**config.mk**
```make
export PLATFORM = sky130hd
export DESIGN_NAME = weighted_random_pick
export DESIGN_NICKNAME = d
export VERILOG_FILES = /design/src/rtl/core/wrp_pkg.sv /design/src/rtl/core/wrp_mod_cell.sv /design/src/rtl/core/weighted_random_pick.sv
export SDC_FILE = /design/constraint.sdc
export NUM_CORES = 2
export LEC_CHECK = 0
export BUFFER_PORTS_ARGS = -buffer_cell sky130_fd_sc_hd__buf_2
export CORE_MARGIN = 10
export CORE_UTILIZATION = 63
export DETAILED_ROUTE_END_ITERATION = 10
export PLACE_DENSITY_LB_ADDON = 0.15
export SYNTH_ARGS = -nofsm -noshare
export SYNTH_HDL_FRONTEND = slang
export SYNTH_SLANG_ARGS = --single-unit
```
**constraint.sdc**
```tcl
create_clock -name i_clk -period 66.8 [get_ports i_clk]
set_input_delay 16.7 -clock i_clk [delete_from_list [all_inputs] [get_ports i_clk]]
set_output_delay 16.7 -clock i_clk [all_outputs]
set_load 0.03 [all_outputs]
```
**src/rtl/core/wrp_pkg.sv**
```systemverilog
// wrp_pkg: shared types, constants and the xorshift step for weighted_random_pick.
// No dependencies.
`default_nettype none
package wrp_pkg;
    localparam int unsigned MaxEntries = 7;
    localparam int unsigned DefEntries = 7;
    localparam int unsigned SumW       = 11;   // 7 * 255 fits in 11 bits
    localparam int unsigned RemW       = 32;
    localparam logic [55:0] WeightRst  = 56'h0406090A060708;
    localparam logic [27:0] GroupRst   = 28'h1232100;
    localparam logic [2:0]  FallRst    = 3'd3;

    typedef enum logic [1:0] {
        CFG_WEIGHT = 2'd0,
        CFG_GROUP  = 2'd1,
        CFG_FALL   = 2'd2
    } t_cfg_idx;

    // word travelling down the cell chain
    typedef struct packed {
        logic        vld;
        logic [6:0]  sel;
        logic [55:0] wts;
        logic [10:0] total;
        logic [31:0] rem;     // partial remainder, then roll
        logic [31:0] rng;     // advanced state
        logic [31:0] rng_in;
        logic [2:0]  zero_entry;
    } t_word;

    function automatic logic [31:0] xs_adv(input logic [31:0] x);
        logic [31:0] a, b;
        a = x ^ (x << 13);
        b = a ^ (a >> 17);
        return b ^ (b << 5);
    endfunction
endpackage
`default_nettype wire

```
**src/rtl/core/wrp_mod_cell.sv**
```systemverilog
// wrp_mod_cell: one restoring-division cell, retires four quotient bits.
// Depends on wrp_pkg.
`default_nettype none
module wrp_mod_cell #(
    parameter int unsigned SHIFT = 28
) (
    input  wire            i_clk,
    input  wire            i_rst_n,
    input  wire            i_en,
    input  wrp_pkg::t_word i_word,
    output wrp_pkg::t_word o_word
);
    wrp_pkg::t_word r_word, n_word;
    logic [42:0] d;
    logic [42:0] cmp;

    // conditional subtract of total<<k for k = SHIFT+3 .. SHIFT
    always_comb begin
        n_word = i_word;
        d = {11'd0, i_word.rem};
        for (int k = 3; k >= 0; k--) begin
            cmp = {32'd0, i_word.total} << (SHIFT + k);
            if (i_word.total != '0 && d >= cmp) begin
                d = d - cmp;
            end
        end
        n_word.rem = d[31:0];
    end

    always_ff @(posedge i_clk) begin
        if (!i_rst_n) begin
            r_word.vld <= 1'b0;
        end else if (i_en) begin
            r_word <= n_word;
        end
    end

    assign o_word = r_word;
endmodule
`default_nettype wire

```
**src/rtl/core/weighted_random_pick.sv**
```systemverilog
// weighted_random_pick: weighted pick among up to seven configured entries.
// The pipeline is an entry-select/sum stage, a chain of eight modulo cells
// (4 remainder bits each) and a prefix-compare output stage; throughput one
// word per cycle while the output is not stalled.
// The whole chain advances when the output register is free or taken.
// Reset (synchronous, active low) clears valid flags and reloads config.
`default_nettype none
module weighted_random_pick #(
    parameter int unsigned ENTRIES = wrp_pkg::DefEntries
) (
    input  wire         i_clk,
    input  wire         i_rst_n,
    input  wire         i_valid,
    output logic        o_stall,
    input  wire         i_func,
    input  wire  [6:0]  i_candidate_mask,
    input  wire  [3:0]  i_group_sel,
    input  wire  [31:0] i_rng_in,
    output logic        o_valid,
    input  wire         i_stall,
    output logic [2:0]  o_entry,
    output logic        o_found,
    output logic [31:0] o_rng_out,
    input  wire         i_cfg_we,
    input  wire  [1:0]  i_cfg_idx,
    input  wire  [55:0] i_cfg_data
);
    localparam int unsigned Cells = 8;

    logic [55:0] r_weight;
    logic [27:0] r_group;
    logic [2:0]  r_fall;

    always_ff @(posedge i_clk) begin
        if (!i_rst_n) begin
            r_weight <= wrp_pkg::WeightRst;
            r_group  <= wrp_pkg::GroupRst;
            r_fall   <= wrp_pkg::FallRst;
        end else if (i_cfg_we) begin
            case (wrp_pkg::t_cfg_idx'(i_cfg_idx))
                wrp_pkg::CFG_WEIGHT: r_weight <= i_cfg_data;
                wrp_pkg::CFG_GROUP:  r_group  <= i_cfg_data[27:0];
                wrp_pkg::CFG_FALL:   r_fall   <= i_cfg_data[2:0];
                default: ;
            endcase
        end
    end

    // chain advances whenever the output register can take a word
    logic adv;
    assign adv     = !o_valid || !i_stall;
    assign o_stall = !adv;

    // stage 0: select entries, sum weights, advance xorshift
    wrp_pkg::t_word n_s0, r_s0;
    always_comb begin
        logic [10:0] sum;
        sum = '0;
        n_s0 = '0;
        for (int i = 0; i < 7; i++) begin
            if (i < ENTRIES) begin
                n_s0.sel[i] = i_func ? (r_group[4*i +: 4] == i_group_sel)
                                     : i_candidate_mask[i];
            end
            if (n_s0.sel[i]) begin
                sum = sum + {3'd0, r_weight[8*i +: 8]};
            end
        end
        n_s0.vld        = i_valid;
        n_s0.wts        = r_weight;
        n_s0.total      = sum;
        n_s0.rng_in     = i_rng_in;
        n_s0.rng        = wrp_pkg::xs_adv(i_rng_in);
        n_s0.rem        = n_s0.rng;
        n_s0.zero_entry = i_func ? r_fall : 3'd0;
    end

    always_ff @(posedge i_clk) begin
        if (!i_rst_n) begin
            r_s0.vld <= 1'b0;
        end else if (adv) begin
            r_s0 <= n_s0;
        end
    end

    // modulo chain, most significant quotient bits first
    wrp_pkg::t_word w [Cells+1];
    assign w[0] = r_s0;
    for (genvar c = 0; c < Cells; c++) begin : g_cell
        wrp_mod_cell #(.SHIFT(4 * (Cells - 1 - c))) u_cell (
            .i_clk  (i_clk),
            .i_rst_n(i_rst_n),
            .i_en   (adv),
            .i_word (w[c]),
            .o_word (w[c+1])
        );
    end

    // output stage: prefix compare of roll against running sums
    wrp_pkg::t_word tail;
    assign tail = w[Cells];
    logic [2:0]  n_entry;
    logic        n_found;
    logic [31:0] n_rng;
    always_comb begin
        logic [10:0] run;
        logic        hit;
        run = '0;
        hit = 1'b0;
        n_entry = 3'd0;
        for (int i = 0; i < 7; i++) begin
            if (tail.sel[i]) begin
                run = run + {3'd0, tail.wts[8*i +: 8]};
                if (!hit && tail.rem < {21'd0, run}) begin
                    hit = 1'b1;
                    n_entry = 3'(i);
                end
            end
        end
        n_found = tail.total != '0;
        if (!n_found) begin
            n_entry = tail.zero_entry;
        end
        n_rng = n_found ? tail.rng : tail.rng_in;
    end

    always_ff @(posedge i_clk) begin
        if (!i_rst_n) begin
            o_valid <= 1'b0;
        end else if (adv) begin
            o_valid <= tail.vld;
        end
    end

    always_ff @(posedge i_clk) begin
        if (adv) begin
            o_entry   <= n_entry;
            o_found   <= n_found;
            o_rng_out <= n_rng;
        end
    end

    a_rem_lt_total: assert property (@(posedge i_clk) disable iff (!i_rst_n)
        tail.vld && tail.total != '0 |-> tail.rem < {21'd0, tail.total})
        else $error("remainder not reduced");
    a_found_hold: assert property (@(posedge i_clk) disable iff (!i_rst_n)
        o_valid && i_stall |=> o_valid && $stable(o_entry) && $stable(o_rng_out))
        else $error("result changed under stall");
    a_notfound_rng: assert property (@(posedge i_clk) disable iff (!i_rst_n)
        adv && tail.vld && tail.total == '0 |=> !o_found && o_rng_out == $past(tail.rng_in))
        else $error("state changed without a pick");
endmodule
`default_nettype wire

```
After elaboration in Yosys (flattened, before gate mapping)

Cells that the tools add are included.

Bits in registers: 1658
Input port bits: 107
Output and inout bits: 38
Logic and storage cells: 313

Add/subtract/negate cells: 44
Order comparisons: 39
Equality and inequality tests: 9
Multiplexer cells: 78
Bitwise gates (word level): 3
Reduce and logical (&&, ||, !) cells: 62

Operators by type and width:

| kind                | count |
|---|---|
| $mux W43            | 24 |
| $mux W32            | 9 |
| $lt A32 B11 Y1      | 6 |
| $add A11 B8 Y11     | 12 |
| $mux W11            | 11 |
| $reduce_bool A11 Y1 | 9 |
| $sub A32 B32 Y32    | 2 |
| $xor A32 B32 Y32    | 2 |
| $ge A43 B11 Y1      | 1 |
| $ge A43 B12 Y1      | 1 |
| $ge A43 B13 Y1      | 1 |
| $ge A43 B15 Y1      | 1 |
| $ge A43 B16 Y1      | 1 |
| $ge A43 B17 Y1      | 1 |
| $ge A43 B19 Y1      | 1 |
| $ge A43 B20 Y1      | 1 |
| $ge A43 B21 Y1      | 1 |
| $ge A43 B23 Y1      | 1 |
| $ge A43 B24 Y1      | 1 |
| $ge A43 B25 Y1      | 1 |
| $ge A43 B27 Y1      | 1 |
| $ge A43 B28 Y1      | 1 |
| $ge A43 B29 Y1      | 1 |
| $ge A43 B31 Y1      | 1 |
| 59 further kinds    | 144 |

Longest topological paths before layout

Word-level depth: 28
Mapped depth: 70
Depth with buffers taken out: 66

Cells and area by module

From an unflattened synthesis, not the netlist that was laid out.

Cells, all modules: 7446
Area, all modules: 89475.8 um^2

Modules (own cells, without submodules):

| module                           | times used | cells each | area each (um^2) | seq. area each (um^2) |
|---|---|---|---|---|
| weighted_random_pick             | 1          | 1687       | 17120.2          | 7096.8 |
| wrp_mod_cell at g_cell[7].u_cell | 1          | 1036       | 10975.5          | 5215.0 |
| wrp_mod_cell at g_cell[6].u_cell | 1          | 926        | 10445.0          | 5215.0 |
| wrp_mod_cell at g_cell[5].u_cell | 1          | 839        | 9894.5           | 5215.0 |
| wrp_mod_cell at g_cell[4].u_cell | 1          | 749        | 9293.9           | 5215.0 |
| wrp_mod_cell at g_cell[3].u_cell | 1          | 651        | 8557.0           | 5215.0 |
| wrp_mod_cell at g_cell[2].u_cell | 1          | 613        | 8319.2           | 5215.0 |
| wrp_mod_cell at g_cell[1].u_cell | 1          | 487        | 7596.0           | 5215.0 |
| wrp_mod_cell at g_cell[0].u_cell | 1          | 458        | 7274.5           | 5215.0 |

Worst setup path after synthesis

OpenSTA, ideal clock, no wires.

Path kind: input port to flip-flop
From: input i_stall
To: register g_cell[0].u_cell.r_word, in the netlist g_cell[0].u_cell.o_word[0], enable pin
Library setup time: 1965 ps
Arrival: 49710 ps
Data required time: 64835 ps
Setup slack: 15125 ps
Stages on the path: 3
Path buffers: 1
Path through: nand2_1 clkbuf_1 and2_1

Cells in the longest elaborated chain, start to end: 3

RTL lines:

| element                            | line                       | RTL |
|---|---|---|
| start: declaration                 | weighted_random_pick.sv:20 | `input wire i_stall,` |
| $logic_not A1 Y1                   | weighted_random_pick.sv:51 | `assign adv = !o_valid \|\| !i_stall;` |
| $logic_or A1 B1 Y1                 | weighted_random_pick.sv:51 |  |
| $reduce_and A2 Y1 (no source line) | --                         |  |
| end signal: assignment             | wrp_mod_cell.sv:34         | `r_word <= n_word;` |
| end: declaration                   | wrp_mod_cell.sv:13         | `wrp_pkg::t_word r_word, n_word;` |

No other way between the ends.
A chain may end at the register's enable or synchronous reset.

Final worst setup path

From: input i_stall
To: output o_stall

Cells in the longest elaborated chain, start to end: 3

RTL lines:

| element            | line                       | RTL |
|---|---|---|
| $logic_not A1 Y1   | weighted_random_pick.sv:51 |  |
| $logic_or A1 B1 Y1 | weighted_random_pick.sv:51 |  |
| $logic_not A1 Y1   | weighted_random_pick.sv:52 | `assign o_stall = !adv;` |
| end: declaration   | weighted_random_pick.sv:14 | `output logic o_stall,` |

No other way between the ends.

==> results by group <==
Clock tree
  • TritonCTS buffer count: 151
  • Reg clk slew, reported paths: 0.06 ns
  • # H-tree levels: 4
  • Sink Count: 1546
  • # Post-CTS Setup Buffers: 0
  • Post-cts sizing count: 0
  • Root Buffer: clkbuf_16
  • Clock latency on the worst-skew pair: 0.79 ns
  • Hold Buf Count CTS: 0
  • CTS Buffer Depth: 3
  • CTS tree: done

Detailed routing
  • DRC violations left: 0
  • Met3 Routed Length: 8530 um
  • Initial DRC Count: 4385
  • Vias per inst: 6.04
  • Antenna Nets Post-Route: 0
  • Highest metal used: met5
  • Via count: 54178
  • Routed length per instance: 20.4 um
  • Routed wl met2: 91600 um
  • Metal-1 WL: 77200 um
  • Drt pass-1 iters: 6
  • Wirelength, routed: 182000 um

Status
  • Status: finished clean

Cells and area
  • Layout area overhead: 9.33%
  • Layout Utilization: 69.3%
  • Layout cells sized above 1: 9.17%
  • Finished layout cell area: 89600 sq um
  • Nets: 7745

Timing
  • Final hold violation count: 0
  • Slew Viols, Final: 0
  • Fmax achieved: 28.8 MHz
  • RSZ-0062 raised after global routing: no
  • Final setup vio count: 0
  • Fin crit period: 34.72 ns
  • Worst Tran Pin Value: 1.20 ns
  • Final setup TNS: 0 ns
  • Tcrit/Tclk final: 52.0%
  • Max Clock Skew: 0.0351 ns
  • Max_slew headroom: 17.8%

Synthesis
  • Top cell type's share of synthesized area: 53.1%
  • Cells after Synth: 6912
  • Number of synthesized register bits: 1546
  • Library cells used by synthesis: 117
  • Syn_nets: 7557
  • Top FF cell, synth: edfxtp_1
  • Yosys top cell by area: edfxtp_1
  • EDFF count, synth: 1449
  • Synth warn: 0
  • Synthesized area per cell: 11.9 sq um
  • Largest cells by area after synthesis: edfxtp_1 (53%), ha_1 (7.6%), xnor2_1 (3.9%)
  • Synthesized cell area: 82000 sq um
  • Sequential element share of the synthesized area: 55.4%
  • Ys async rst share: 0%

Placement
  • Detailed Place HPWL: 130000 um
  • Routability cong.: 0.915
  • IO Port Bufs: 144
  • Placed cell area: 84700 sq um

Floorplanning
  • Die height: 381 um
  • Io pins: 145
  • Die width: 381 um
  • CORE AREA: 129000 sq um
  • Initial Utilization: 63.4%
  • # rows: 132
  • Die footprint: 145000 sq um

GRT
  • Initial antenna violation count: 5
  • GRT overflow: 0
  • First-pass GRT wire length: 288000 um
  • Number of global-route vias before repair: 53243
  • GR Util All Layers: 24.6%
  • Largest net degree at the start of global routing: 215

Setup path
  • Startpoint Class: input pin
  • Critical path capture point type: primary output
  • Critical path fanouts, max: 47
  • CP arrival: 18.02 ns
  • Crit Path Class: input pin to primary output
  • CP Data Required Time: 50.10 ns

Job
  • Maxcap violations: 0

Min path
  • Hold Path Class: flip-flop to flip-flop
[worst max-delay path: stages]
cell     delay (ns)
buf_2          0.11
nand2_4        0.55
inv_1          0.37
buf_2          0.28
[final timing paths]
kind / slack, ns / end / start / cells after the start
worst min-delay path: 0.41 / g_cell[1].u_cell.o_word[153] / g_cell[0].u_cell.o_word[153] / 0
worst max-delay path: 32.08 / o_stall / i_stall / 4
worst max register to register: 52.04 / g_cell[4].u_cell.o_word[89] / g_cell[3].u_cell.o_word[100] / 60
worst min register to register: 0.41 / g_cell[1].u_cell.o_word[153] / g_cell[0].u_cell.o_word[153] / 0
[registers in the layout (all words and copies together) (netlist names)]
signal                count
r_s0                    142
o_rng_out                32
r_fall                    3
r_group                  28
r_weight                 56
o_valid                   1
g_cell.u_cell.o_word   1280
o_found                   1
o_entry                   3
[routing by layer]
metal / GRT usage [%] / vias to the layer above
met1: 31.6 / 26079
met5: 0 / -
li1: - / 26204
met4: 7.70 / 2
met2: 43.1 / 1550
met3: 3.30 / 343
[cell type report]
cell class	instances	area [sq um]
sequential	1546	45500
fill	9118	39700
multi-input combinational	4803	34400
clock buffer	188	4000
tap	1742	2180
inverter	405	1520
timing repair buffer	193	1110
clock inverter	87	948
antenna	2	5.00
[through the flow]
stage | hold WS [ns] | instances | setup WS (ns)
2_1_floorplan | 0.400 | 6912 | 15.12
3_3_place_gp | 0.400 | 8689 | 32.07
3_5_place_dp | 0.405 | 8689 | 32.04
4_1_cts | 0.405 | 8964 | 32.04
5_1_grt | 0.406 | 8966 | 31.94
6_report | 0.410 | 8966 | 32.08
[synthesized netlist by cell type, types with 22 or more instances]
| cell | number |
|---|---|
| edfxtp_1 | 1449 |
| nand2_1 | 568 |
| ha_1 | 495 |
| a21oi_1 | 415 |
| inv_1 | 404 |
| nor2_1 | 376 |
| xnor2_1 | 368 |
| o21ai_0 | 328 |
| xor2_1 | 193 |
| mux2_2 | 154 |
| nand3_1 | 152 |
| a21o_1 | 143 |
| nor3_1 | 128 |
| nor4_1 | 122 |
| clkbuf_1 | 118 |
| a21boi_0 | 108 |
| dfxtp_1 | 97 |
| nand4_1 | 93 |
| nand2b_1 | 90 |
| nor2b_1 | 84 |
| o21bai_1 | 75 |
| mux2i_1 | 68 |
| and2_1 | 60 |
| a211oi_1 | 54 |
| o21a_1 | 53 |
| o31ai_1 | 46 |
| and3_1 | 45 |
| or3_1 | 45 |
| fa_1 | 43 |
| a31oi_1 | 36 |
| o211ai_1 | 36 |
| o21ai_1 | 25 |
| or2_2 | 22 |
[layout by cell type (no fill, tap or decap), types with 151 or more instances in the layout]
| cell | n |
|---|---|
| a21oi_1 | 415 |
| clkbuf_16 | 153 |
| edfxtp_1 | 1449 |
| ha_1 | 495 |
| inv_1 | 404 |
| mux2_2 | 154 |
| nand2_1 | 567 |
| nand3_1 | 151 |
| nor2_1 | 376 |
| o21ai_0 | 328 |
| xnor2_1 | 368 |
| xor2_1 | 193 |
[cell families after synthesis]
| group | Yosys count | synth area share, % |
|---|---|---|
| compound gates | 1532 | 12.1 |
| xor+xnor | 561 | 5.99 |
| fa+ha+maj | 538 | 8.60 |
| buf+inv | 563 | 2.65 |
| flops | 1546 | 55.4 |
| mux | 235 | 3.12 |
| simple gates | 1937 | 12.0 |
Power is not shown: default switching activity piles up to over one toggle a cycle in this logic, so the estimate is an artifact.
